===== src/tpbc_pkg.sv =====
// Package for the thermal pixel background classifier.
// Holds the field widths, reset values, level limits, pixel class codes and the history update type.
// No dependencies.
`timescale 1ns / 1ps
`default_nettype none

package tpbc_pkg;

  // Field widths
  localparam int PIX_W   = 12;
  localparam int BAND_W  = 6;
  localparam int LEVEL_W = 8;
  localparam int IDX_W   = 6;

  // Reset values and level limits
  localparam logic [PIX_W-1:0]   HISTORY_RESET = 12'd100;
  localparam logic [BAND_W-1:0]  BAND_RESET    = 6'd50;
  localparam logic [LEVEL_W-1:0] LEVEL_MAX     = 8'hFF;
  localparam logic [LEVEL_W-1:0] LEVEL_MIN     = 8'h00;

  // Pixel class codes
  typedef enum logic [1:0] {
    CLASS_BAND = 2'd0,
    CLASS_HOT  = 2'd1,
    CLASS_COLD = 2'd2
  } class_t;

  // Frame-end update of the mean history
  typedef struct packed {
    logic             en;
    logic [PIX_W-1:0] mean;
  } hist_upd_t;

endpackage

`default_nettype wire


===== src/tpbc_pixel_if.sv =====
// Pixel channel: valid/ready handshake carrying one raw pixel word.
// Depends on tpbc_pkg.
`timescale 1ns / 1ps
`default_nettype none

interface tpbc_pixel_if;
  logic                       valid;
  logic                       ready;
  logic [tpbc_pkg::PIX_W-1:0] pixel_value;

  modport source (output valid, output pixel_value, input ready);
  modport sink   (input valid, input pixel_value, output ready);
endinterface

`default_nettype wire


===== src/tpbc_result_if.sv =====
// Result channel: valid/ready handshake carrying one classified pixel word.
// Depends on tpbc_pkg.
`timescale 1ns / 1ps
`default_nettype none

interface tpbc_result_if;
  logic                         valid;
  logic                         ready;
  logic [tpbc_pkg::IDX_W-1:0]   pixel_index;
  logic [tpbc_pkg::LEVEL_W-1:0] green_level;
  logic [tpbc_pkg::LEVEL_W-1:0] blue_level;
  logic [1:0]                   pixel_class;
  logic                         frame_end;

  modport source (output valid, output pixel_index, output green_level,
                  output blue_level, output pixel_class, output frame_end,
                  input ready);
  modport sink   (input valid, input pixel_index, input green_level,
                  input blue_level, input pixel_class, input frame_end,
                  output ready);
endinterface

`default_nettype wire


===== src/thermal_pixel_background_classifier_unit.sv =====
// Thermal pixel background classifier, top level.
// Depends on tpbc_pkg, tpbc_pixel_if, tpbc_result_if and tpbc_history.
// Accepts one pixel word per clock and gives one result word per pixel, in
// order, while results are taken. A pixel moves through stage registers
// s1 to s4 to the result register in step with the frame-end chain that runs
// alongside the pixels: frame sum, reciprocal multiply for the frame mean,
// history update, reciprocal multiply for the background. A pixel is
// classified as it enters the result register, against the background
// left by the previous frame's last pixel. The pipeline compresses bubbles,
// so pixels keep entering while a result waits to be taken. A band write
// applies to pixels that reach the result register after it.
`timescale 1ns / 1ps
`default_nettype none

module thermal_pixel_background_classifier_unit #(
  parameter int PIXELS_PER_FRAME = 64,
  parameter int HISTORY_DEPTH    = 10
) (
  input  wire logic                        clk,
  input  wire logic                        rst,
  tpbc_pixel_if.sink                       pixels,
  tpbc_result_if.source                    results,
  input  wire logic                        band_wr_en,
  input  wire logic [tpbc_pkg::BAND_W-1:0] band_wr_data
);

  localparam int PIX_W   = tpbc_pkg::PIX_W;
  localparam int IDX_W   = tpbc_pkg::IDX_W;
  localparam int LEVEL_W = tpbc_pkg::LEVEL_W;
  localparam int CNT_W   = $clog2(PIXELS_PER_FRAME);
  localparam int CNT_X   = (CNT_W > IDX_W) ? CNT_W : IDX_W;
  localparam int SUM_W   = PIX_W + CNT_W;
  // exact floor(sum / PIXELS_PER_FRAME) via ceil reciprocal
  localparam int DIV_SH  = SUM_W + CNT_W;
  localparam int MRCP_W  = SUM_W + 2;
  localparam logic [63:0] MeanRecip64 =
    ((64'd1 << DIV_SH) + 64'(PIXELS_PER_FRAME) - 64'd1) / 64'(PIXELS_PER_FRAME);
  localparam logic [MRCP_W-1:0] MeanRecip = MRCP_W'(MeanRecip64);
  // exact floor(total / HISTORY_DEPTH) via ceil reciprocal
  localparam int SLOT_W  = $clog2(HISTORY_DEPTH);
  localparam int TOT_W   = PIX_W + SLOT_W;
  localparam int BG_SH   = TOT_W + SLOT_W;
  localparam int BRCP_W  = TOT_W + 2;
  localparam logic [63:0] BgRecip64 =
    ((64'd1 << BG_SH) + 64'(HISTORY_DEPTH) - 64'd1) / 64'(HISTORY_DEPTH);
  localparam logic [BRCP_W-1:0] BgRecip = BRCP_W'(BgRecip64);
  localparam logic [CNT_W-1:0] CntLast = CNT_W'(PIXELS_PER_FRAME - 1);
  localparam logic [IDX_W-1:0] IdxLast = IDX_W'((PIXELS_PER_FRAME - 1) % 64);
  localparam int CMP_W = PIX_W + 2;

  // ---------------- configuration ----------------
  logic [tpbc_pkg::BAND_W-1:0] band_half_width;

  always_ff @(posedge clk) begin
    if (rst) begin
      band_half_width <= tpbc_pkg::BAND_RESET;
    end else if (band_wr_en) begin
      band_half_width <= band_wr_data;
    end
  end

  // ---------------- pipeline flow control ----------------
  logic v1, v2, v3, v4, out_vld;
  logic en1, en2, en3, en4, en_o;
  logic accept;

  assign en_o   = !out_vld || results.ready;
  assign en4    = !v4 || en_o;
  assign en3    = !v3 || en4;
  assign en2    = !v2 || en3;
  assign en1    = !v1 || en2;
  assign pixels.ready = en1;
  assign accept = pixels.valid && en1;

  always_ff @(posedge clk) begin
    if (rst) begin
      v1      <= 1'b0;
      v2      <= 1'b0;
      v3      <= 1'b0;
      v4      <= 1'b0;
      out_vld <= 1'b0;
    end else begin
      if (en1)  v1      <= pixels.valid;
      if (en2)  v2      <= v1;
      if (en3)  v3      <= v2;
      if (en4)  v4      <= v3;
      if (en_o) out_vld <= v4;
    end
  end

  // ---------------- frame position and sum ----------------
  logic [CNT_W-1:0] pixel_counter;
  logic [SUM_W-1:0] frame_total;
  logic             last_in;
  logic [SUM_W-1:0] sum_in;
  logic [CNT_X-1:0] cnt_ext;

  assign last_in = (pixel_counter == CntLast);
  assign sum_in  = frame_total + SUM_W'(pixels.pixel_value);
  assign cnt_ext = CNT_X'(pixel_counter);

  always_ff @(posedge clk) begin
    if (rst) begin
      pixel_counter <= '0;
      frame_total   <= '0;
    end else if (accept) begin
      pixel_counter <= last_in ? '0 : pixel_counter + CNT_W'(1);
      frame_total   <= last_in ? '0 : sum_in;
    end
  end

  // ---------------- stage registers ----------------
  logic [PIX_W-1:0]        s1_pix, s2_pix, s3_pix, s4_pix;
  logic [IDX_W-1:0]        s1_idx, s2_idx, s3_idx, s4_idx;
  logic                    s1_last, s2_last, s3_last, s4_last;
  logic [SUM_W-1:0]        s1_sum;
  logic [SUM_W+MRCP_W-1:0] s2_prod;
  logic [TOT_W+BRCP_W-1:0] s4_prod;
  logic [TOT_W-1:0]        hist_total;

  always_ff @(posedge clk) begin
    if (accept) begin
      s1_pix  <= pixels.pixel_value;
      s1_idx  <= cnt_ext[IDX_W-1:0];
      s1_last <= last_in;
      s1_sum  <= sum_in;
    end
    // frame mean product
    if (en2 && v1) begin
      s2_pix  <= s1_pix;
      s2_idx  <= s1_idx;
      s2_last <= s1_last;
      s2_prod <= (SUM_W+MRCP_W)'(s1_sum) * (SUM_W+MRCP_W)'(MeanRecip);
    end
    if (en3 && v2) begin
      s3_pix  <= s2_pix;
      s3_idx  <= s2_idx;
      s3_last <= s2_last;
    end
    // background product from the updated history sum
    if (en4 && v3) begin
      s4_pix  <= s3_pix;
      s4_idx  <= s3_idx;
      s4_last <= s3_last;
      s4_prod <= (TOT_W+BRCP_W)'(hist_total) * (TOT_W+BRCP_W)'(BgRecip);
    end
  end

  // ---------------- mean history ----------------
  tpbc_pkg::hist_upd_t hist_upd;

  assign hist_upd.en   = en3 && v2 && s2_last;
  assign hist_upd.mean = s2_prod[DIV_SH +: PIX_W];

  tpbc_history #(
    .DEPTH (HISTORY_DEPTH)
  ) u_history (
    .clk   (clk),
    .rst   (rst),
    .upd   (hist_upd),
    .total (hist_total)
  );

  // ---------------- background ----------------
  logic [PIX_W-1:0] background_level;
  logic             bg_load;

  assign bg_load = en_o && v4 && s4_last;

  always_ff @(posedge clk) begin
    if (rst) begin
      background_level <= tpbc_pkg::HISTORY_RESET;
    end else if (bg_load) begin
      background_level <= s4_prod[BG_SH +: PIX_W];
    end
  end

  // ---------------- classify ----------------
  logic signed [CMP_W-1:0] pix_s, band_hi, band_lo, band_off;
  logic                    is_hot, is_cold;
  tpbc_pkg::class_t        cls;
  logic [LEVEL_W-1:0]      green, blue;

  assign pix_s    = $signed(CMP_W'(s4_pix));
  assign band_hi  = $signed(CMP_W'(background_level)) + $signed(CMP_W'(band_half_width));
  assign band_lo  = $signed(CMP_W'(background_level)) - $signed(CMP_W'(band_half_width));
  assign band_off = pix_s - band_lo;
  assign is_hot   = pix_s > band_hi;
  assign is_cold  = pix_s < band_lo;

  always_comb begin
    priority if (is_hot) begin
      cls   = tpbc_pkg::CLASS_HOT;
      green = tpbc_pkg::LEVEL_MAX;
      blue  = tpbc_pkg::LEVEL_MIN;
    end else if (is_cold) begin
      cls   = tpbc_pkg::CLASS_COLD;
      green = tpbc_pkg::LEVEL_MIN;
      blue  = tpbc_pkg::LEVEL_MAX;
    end else begin
      // offset within band is at most twice the band half-width, so it fits
      cls   = tpbc_pkg::CLASS_BAND;
      green = {band_off[LEVEL_W-2:0], 1'b0};
      blue  = tpbc_pkg::LEVEL_MAX - green;
    end
  end

  // ---------------- result register ----------------
  logic [IDX_W-1:0]   out_idx;
  logic [LEVEL_W-1:0] out_green, out_blue;
  tpbc_pkg::class_t   out_cls;
  logic               out_last;

  always_ff @(posedge clk) begin
    if (en_o && v4) begin
      out_idx   <= s4_idx;
      out_green <= green;
      out_blue  <= blue;
      out_cls   <= cls;
      out_last  <= s4_last;
    end
  end

  assign results.valid       = out_vld;
  assign results.pixel_index = out_idx;
  assign results.green_level = out_green;
  assign results.blue_level  = out_blue;
  assign results.pixel_class = out_cls;
  assign results.frame_end   = out_last;

  // ---------------- assertions ----------------
  // frame sum restarts after the last pixel of a frame
  a_sum_clear: assert property (@(posedge clk) disable iff (rst)
    (accept && last_in) |=> (frame_total == '0))
    else $error("frame sum not cleared at frame end");

  // background only moves when a frame-end word enters the result register
  a_bg_change: assert property (@(posedge clk) disable iff (rst)
    (!$past(rst) && !$stable(background_level)) |-> $past(bg_load))
    else $error("background changed outside frame end");

  // frame end word carries the last position of the frame
  a_end_index: assert property (@(posedge clk) disable iff (rst)
    (results.valid && results.frame_end) |-> (results.pixel_index == IdxLast))
    else $error("frame end at wrong pixel index");

  // never two frame ends in flight before the result register
  a_one_end: assert property (@(posedge clk) disable iff (rst)
    $countones({v1 && s1_last, v2 && s2_last, v3 && s3_last, v4 && s4_last}) <= 1)
    else $error("two frame ends in pipeline");

endmodule

`default_nettype wire


===== src/tpbc_history.sv =====
// Ring of the last DEPTH frame means and their running sum.
// Depends on tpbc_pkg.
`timescale 1ns / 1ps
`default_nettype none

module tpbc_history #(
  parameter int DEPTH = 10
) (
  input  wire logic                                             clk,
  input  wire logic                                             rst,
  input  wire tpbc_pkg::hist_upd_t                              upd,
  output logic [tpbc_pkg::PIX_W+$clog2(DEPTH)-1:0]              total
);

  localparam int SLOT_W = $clog2(DEPTH);
  localparam int TOT_W  = tpbc_pkg::PIX_W + SLOT_W;
  localparam logic [TOT_W-1:0] TotalReset =
    TOT_W'(DEPTH * int'(tpbc_pkg::HISTORY_RESET));
  localparam logic [TOT_W-1:0] TotalMax = TOT_W'(DEPTH * 4095);
  localparam logic [SLOT_W-1:0] SlotLast = SLOT_W'(DEPTH - 1);

  logic [tpbc_pkg::PIX_W-1:0] hist [DEPTH];
  logic [SLOT_W-1:0]          oldest_slot;
  logic [TOT_W-1:0]           history_total;
  logic [TOT_W-1:0]           history_total_next;

  // oldest entry out, new mean in
  assign history_total_next = history_total - TOT_W'(hist[oldest_slot]) + TOT_W'(upd.mean);
  assign total = history_total;

  always_ff @(posedge clk) begin
    if (rst) begin
      for (int i = 0; i < DEPTH; i++) begin
        hist[i] <= tpbc_pkg::HISTORY_RESET;
      end
      history_total <= TotalReset;
      oldest_slot   <= '0;
    end else if (upd.en) begin
      hist[oldest_slot] <= upd.mean;
      history_total     <= history_total_next;
      oldest_slot       <= (oldest_slot == SlotLast) ? '0 : oldest_slot + SLOT_W'(1);
    end
  end

  // Ring pointer never leaves the stored entries
  a_slot_range: assert property (@(posedge clk) disable iff (rst)
    oldest_slot <= SlotLast)
    else $error("history slot out of range");

  // Running sum bounded by DEPTH full-scale means
  a_total_range: assert property (@(posedge clk) disable iff (rst)
    history_total <= TotalMax)
    else $error("history total overflow");

  // Sum follows each update exactly
  a_total_update: assert property (@(posedge clk) disable iff (rst)
    upd.en |=> history_total == $past(history_total_next))
    else $error("history total not updated");

endmodule

`default_nettype wire

===== src/flat_wrapper.sv =====
// flat-port wrapper written by rule: the top's interface ports become plain ports
module thermal_pixel_background_classifier_unit_flat 
#(
  parameter int PIXELS_PER_FRAME = 64,
  parameter int HISTORY_DEPTH    = 10
)
  (clk, rst, band_wr_en, band_wr_data, pixels_valid, pixels_pixel_value, pixels_ready, results_valid, results_pixel_index, results_green_level, results_blue_level, results_pixel_class, results_frame_end, results_ready);
  tpbc_pixel_if pixels_i ();
  tpbc_result_if results_i ();
  input  wire logic clk;
  input  wire logic rst;
  input  wire logic band_wr_en;
  input  wire logic [tpbc_pkg::BAND_W-1:0] band_wr_data;
  input wire logic [$bits(pixels_i.valid)-1:0] pixels_valid;
  input wire logic [$bits(pixels_i.pixel_value)-1:0] pixels_pixel_value;
  output wire logic [$bits(pixels_i.ready)-1:0] pixels_ready;
  output wire logic [$bits(results_i.valid)-1:0] results_valid;
  output wire logic [$bits(results_i.pixel_index)-1:0] results_pixel_index;
  output wire logic [$bits(results_i.green_level)-1:0] results_green_level;
  output wire logic [$bits(results_i.blue_level)-1:0] results_blue_level;
  output wire logic [$bits(results_i.pixel_class)-1:0] results_pixel_class;
  output wire logic [$bits(results_i.frame_end)-1:0] results_frame_end;
  input wire logic [$bits(results_i.ready)-1:0] results_ready;
  assign pixels_i.valid = pixels_valid;
  assign pixels_i.pixel_value = pixels_pixel_value;
  assign pixels_ready = pixels_i.ready;
  assign results_valid = results_i.valid;
  assign results_pixel_index = results_i.pixel_index;
  assign results_green_level = results_i.green_level;
  assign results_blue_level = results_i.blue_level;
  assign results_pixel_class = results_i.pixel_class;
  assign results_frame_end = results_i.frame_end;
  assign results_i.ready = results_ready;
  thermal_pixel_background_classifier_unit #(.PIXELS_PER_FRAME(PIXELS_PER_FRAME), .HISTORY_DEPTH(HISTORY_DEPTH)) u_core (.clk(clk), .rst(rst), .pixels(pixels_i), .results(results_i), .band_wr_en(band_wr_en), .band_wr_data(band_wr_data));
endmodule

===== config.mk =====
export PLATFORM = sky130hd
export DESIGN_NAME = thermal_pixel_background_classifier_unit_flat
export DESIGN_NICKNAME = d
export VERILOG_FILES = /design/src/tpbc_pkg.sv /design/src/tpbc_pixel_if.sv /design/src/tpbc_result_if.sv /design/src/thermal_pixel_background_classifier_unit.sv /design/src/tpbc_history.sv /design/src/flat_wrapper.sv
export SDC_FILE = /design/constraint.sdc
export NUM_CORES = 1
export LEC_CHECK = 0
export BUFFER_PORTS_ARGS = -buffer_cell sky130_fd_sc_hd__buf_2
export CAP_MARGIN = 10
export CORE_MARGIN = 8
export CORE_UTILIZATION = 64
export DETAILED_ROUTE_END_ITERATION = 7
export GPL_TIMING_DRIVEN = 0
export PLACE_DENSITY = 0.86
export SYNTH_ARGS = -nofsm -noshare
export SYNTH_HDL_FRONTEND = slang
export SYNTH_HIERARCHICAL = 1
export SYNTH_SLANG_ARGS = --single-unit
export TNS_END_PERCENT = 20

===== constraint.sdc =====
create_clock -name clk -period 7.8 [get_ports clk]
set_clock_uncertainty 0.15 [all_clocks]
set_input_delay 0.78 -clock clk [delete_from_list [all_inputs] [get_ports clk]]
set_output_delay 0.78 -clock clk [all_outputs]
set_load 0.005 [all_outputs]

Yosys cells after proc, flatten, opt, wreduce, memory -nomap -nowiden
Memories as Yosys holds them, arrays and structs flattened. A register that Yosys moved wholly into a read port is not among the register bits.
Index checks and enable logic that the tools add are counted.

operators by class
  $add $sub $neg = 9
  $mul = 1
  order comparisons = 2
  eq/ne operators = 2
  mux-type cells = 16
  reduce and logical (&&, ||, !) cells = 18

operators by type and width
  cell                                                                   count
  16-bit by 16-bit multiplier with 31-bit output, second input constant  1
  18-bit by 12-bit adder with 18-bit output                              1
  18-bit two-way mux                                                     1
  16-bit by 12-bit adder with 16-bit output                              1
  4-bit two-way mux                                                      4
  8-bit two-way mux                                                      2
  16-bit by 12-bit subtractor with 16-bit output                         1
  12-bit by 6-bit adder with 13-bit output                               1
  12-bit by 13-bit greater-than comparator with 1-bit output             1
  13-bit less-than comparator                                            1
  12-bit by 6-bit subtractor with 13-bit output                          1
  12-bit two-way mux                                                     1
  12-bit OR reduction                                                    1
  8-bit subtractor, first input constant                                 1
  1-bit logical AND                                                      7
  7-bit subtractor                                                       1
  6-bit by 1-bit adder with 6-bit output, second input constant          1
  6-bit equality test, second input constant                             1
  1-bit two-way mux                                                      6
  6-bit two-way mux                                                      1
  1-bit zero test                                                        5
  1-bit logical OR                                                       5
  4-bit by 1-bit adder with 4-bit output, second input constant          1
  4-bit equality test, second input constant                             1
  2-bit two-way mux                                                      1

storage, ports and cells
  register bits after elaboration = 235
  memory bits (writable) = 120
  input bits = 23
  word-level logic and storage cells = 80
  memories kept = 1

memory list
  memory                 words  bits a word  rd ports  clocked after memory_dff  write ports  line                text
  u_core.u_history.hist  10     12           1         1                         10           tpbc_history.sv:22  logic [tpbc_pkg::PIX_W-1:0] hist [DEPTH];

Logic depth before layout (Yosys ltp)
  depth in word-level cells = 11
  gate-level depth with buffers = 21
  gate-level depth less buffers = 20

Cells and area by module
The synthesis kept the hierarchy.

by module, submodules not included
  module                                    times used  cells an instance  area each (um^2)
  thermal_pixel_background_classifier_unit  1           1136               12628.4
  tpbc_history                              1           699                9920.8

Least setup slack after synthesis
Ideal clock, no wire load.

  path kind = register to register
  start = register u_core.u_history.history_total[4], in the netlist u_core/u_history/total[4]
  end = register u_core.s4_prod[25], data pin
  library setup time = 0.260 ns
  arrival = 4.962 ns
  data required time = 7.390 ns
  slack = 2.428 ns
  stages on the path, launching flop included = 20
  path buffers = 1
  period minus slack after synthesis = 5.372 ns
  cells stage by stage = dfxtp_1 > ha_1 > xor2_1 > ha_1 > fa_1 > inv_1 > fa_1 > inv_1 > fa_1 > inv_1 > fa_1 > inv_1 > ha_1 > clkbuf_2 > nand2_1 > nor2_1 > nand3_1 > o41ai_1 > a21oi_1 > xnor2_1

between the ends
  word-level cells in the longest chain between the ends = 1

RTL lines
  what                                            line                                             text
  from (decl)                                     tpbc_history.sv:24                               logic [TOT_W-1:0] history_total;
  from (signal assigned)                          tpbc_history.sv:36                               history_total <= TotalReset;
  from (signal assigned)                          tpbc_history.sv:40                               history_total <= history_total_next;
  16-bit by 16-bit multiplier with 31-bit output  thermal_pixel_background_classifier_unit.sv:145  s4_prod <= (TOT_W+BRCP_W)'(hist_total) * (TOT_W+BRCP_W)'(BgRecip);
  to (signal assigned)                            thermal_pixel_background_classifier_unit.sv:145
  to (decl)                                       thermal_pixel_background_classifier_unit.sv:118  logic [TOT_W+BRCP_W-1:0] s4_prod;

No other way between the ends.
A chain may end at the register's enable or synchronous reset.

Final worst setup path
  start = register u_core.u_history.history_total[4], in the netlist u_core/u_history/total[4]
  end = register u_core.s4_prod[27], data pin

The elaborated chain is that of the path after synthesis.

==> impl_metrics.py <==
metrics = {
    "global_routing": {
        "grt_pass1_vias": 15000,
        "grt_max_degree": 41,
        "antenna_found_initial": 0,
        "grt_overflow": 0,
        "grt_pass1_wl_um": 81700,
        "grt.total_usage_pct": 25.5,
    },
    "timing": {
        "slew_headroom_pct": 16.5,
        "fin_crit_sh_pct": 78.0,
        "layout_min_cycle_time_ns": 6.09,
        "setup_ws_ns": 1.71,
        "worst_pin_slew_ns": 1.25,
        "setup_tns_ns": 0,
        "finalSetupViolations": 0,
        "rsz0062_at_grt": "no",
        "finalHoldViolations": 0,
        "slew_violations": 0,
        "max_freq_mhz": 164,
    },
    "cells_and_area": {
        "fin_cells": 2415,
        "diodes": 0,
        "syn_to_final_growth_pct": 9.25,
        "regMostFlops": "u_core/u_history/hist",
        "final_util_pct": 71.1,
        "final_area_um2": 24600,
        "final_layout_size_suffix_gt1_share_pct": 10.5,
        "nNetsFinal": 2238,
        "largest_reg_flops": 192,
    },
    "place": {
        "post_dp_cell_area_um2": 23500,
        "placedCellCount": 2344,
        "dp_hpwl_um": 38700,
        "port_buffers": 48,
        "gp_congestion": 0.935,
        "pre_cts_ws_ns": 1.74,
    },
    "die": {
        "top_level_ports": 50,
        "die_w_um": 204,
        "dieArea_um2": 41500,
        "core-area_um2": 34600,
        "chipHeight_um": 204,
        "fp-row-count": 68,
        "start_util_pct": 65.1,
    },
    "setup_path": {
        "worst-r2r-cell-count": 20,
        "crit_end": "u_core/s4_prod[27]",
        "required_ns": 7.95,
        "path_class": "reg2reg",
        "cp-startpoint": "u_core/u_history/total[4]",
        "r2r_start": "u_core/u_history/total[4]",
        "r2r-end": "u_core/s4_prod[27]",
        "path_max_fanout": 8,
        "r2r_slack_ns": 1.71,
        "crit_path_end_kind": "flip-flop",
        "critPathLaunchType": "flip-flop",
        "critPathArrivalTime_ns": 6.24,
    },
    "synthesis": {
        "postSynthCellCount": 1835,
        "syn_nets": 2143,
        "synth_largest_area_cell": "edfxtp_1",
        "ys.flop_type": "edfxtp_1",
        "synth-seq-area-share_pct": 50.0,
        "ys_types": 82,
        "ys_ff_latch": 399,
        "yosysWarnings": 6,
        "synth_top_cell_area_share_pct": 43.7,
        "ys_async_sr_fraction_pct": 0,
        "synth_edf_count": 328,
        "synth_area_leaders": "edfxtp_1, ha_1, fa_1, dfxtp_1, mux4_2",
        "netlist_area_um2": 22500,
        "syn_avg_cell_area_um2": 12.3,
    },
    "cts": {
        "clock_sinks": 399,
        "ctsHoldBuffers": 0,
        "clk_pin_slew_worst_paths_ns": 0.06,
        "cts_tree": "yes",
        "htree_levels": 2,
        "postCtsSetupRepairBufs": 0,
        "clk_latency_ns": 0.56,
        "cts_buffers": 39,
        "cts_resized": 0,
        "clockRootBuffer": "clkbuf_16",
        "cts_buffer_depth": 3,
    },
    "routing": {
        "viasPerCell": 6.12,
        "detail_route.wl_per_cell_um": 21.9,
        "drc": 0,
        "ant_nets": 0,
        "drt_iter0_drc": 1456,
        "first_pass_iters": 8,
        "finalWirelength_um": 53000,
        "vias": 14800,
    },
    "min_path": {
        "holdCritPathClass": "reg2reg",
        "hp-start": "u_core/s2_idx[4]",
    },
    "run": {
        "drv_cap": 0,
    },
    "power": {
        "peakVddDrop_v": 0.000222,
        "leakagePower_uw": 0.0101,
        "power_density_nw_per_um2": 235,
    },
    "run_status": {
        "status": "finished clean",
    },
}
[final cells by class]
class | count | area (um2)
buffer | 52 | 254
fill | 2182 | 9990
multi-input combinational | 1112 | 10000
clock inverter | 22 | 145
inverter | 272 | 1020
timing repair buffer | 54 | 297
sequential | 399 | 11300
tap | 455 | 569
clock buffer | 49 | 1030
[critical path, stage by stage, from the launching register on]
cell	delay [ns]
dfxtp_1	0.55
ha_1	0.40
xor2_1	0.19
ha_1	0.33
fa_1	0.55
inv_1	0.06
fa_1	0.53
inv_1	0.06
fa_1	0.52
inv_1	0.05
fa_1	0.52
inv_1	0.04
ha_1	0.28
clkbuf_2	0.17
a211oi_1	0.24
o21ai_0	0.20
a31o_2	0.29
a21oi_1	0.33
a21o_1	0.18
nand2_1	0.06
xor2_1	0.15
[worst min path at each step]
stage                                    endpoint  slack, ns  depth (start not counted)
detailed placement  u_core/results.pixel_index[4]       0.25                          0
floorplan           u_core/results.pixel_index[0]       0.25                          0
global placement                 u_core/s2_idx[3]       0.25                          0
CTS                              u_core/s1_pix[5]       0.25                          1
finish                           u_core/s3_idx[4]       0.26                          0
global route                     u_core/s1_pix[5]       0.25                          1
[Yosys cell counts, types with 17 or more instances]
cell type / instances
edfxtp_1: 328
inv_1: 271
ha_1: 190
nor2_1: 153
nand2_1: 136
fa_1: 95
a21oi_1: 85
dfxtp_1: 71
mux4_2: 59
xnor2_1: 40
o21ai_0: 35
clkbuf_1: 33
xor2_1: 30
nand3_1: 27
a21o_1: 26
nor3_1: 24
nor2b_1: 17
[power breakdown]
part	switching [uW]	total, uW	internal [uW]
registers	36.6	2430	2400
clock network	779	1760	978
logic	970	1590	620
[per-layer routing]
metal | vias up | wire length, um | GRT usage (%)
met1 | 7170 | 19700 | 31.4
li1 | 6637 | - | -
met5 | - | 0 | 0
met4 | 0 | 2620 | 12.4
met3 | 170 | 4570 | 4.95
met2 | 798 | 26100 | 42.9
[cell families (layout without fill, tap and decap cells)]
group / count (synthesis) / in the layout / share of synthesized area (%)
simple gates: 432 / 432 / 8.68
flops: 399 / 399 / 50.0
buf+inv: 324 / 449 / 5.65
fa+ha+maj: 285 / 285 / 19.0
compound gates: 256 / 256 / 7.57
xor+xnor: 70 / 70 / 2.72
mux: 69 / 69 / 6.41
[per-stage QoR]
stage	total power [uW]	hold WS, ns
after detailed placement	4030	0.255
after floorplan	3630	0.250
final	5780	0.264
after CTS	5790	0.246
after global placement	3990	0.251
after global routing	6080	0.254
[layout by cell type, fill, tap and decap left out, types with 8 or more instances in the layout]
cell type	instances
o21ai_0	34
mux2i_1	9
nand2b_1	11
clkbuf_1	42
or3_1	8
nand2_1	136
nor3_1	24
fa_1	95
nor2b_1	15
a21oi_1	85
nand3_1	27
xor2_1	30
ha_1	190
a31oi_1	10
and3_1	10
o211ai_1	16
and2_1	8
edfxtp_1	328
nand4_1	14
mux4_2	59
o21a_1	15
nor2_1	152
clkinv_1	11
buf_2	58
clkbuf_16	40
a21o_1	26
dfxtp_1	71
xnor2_1	40
inv_1	271
(Power assumes the default switching activity.)
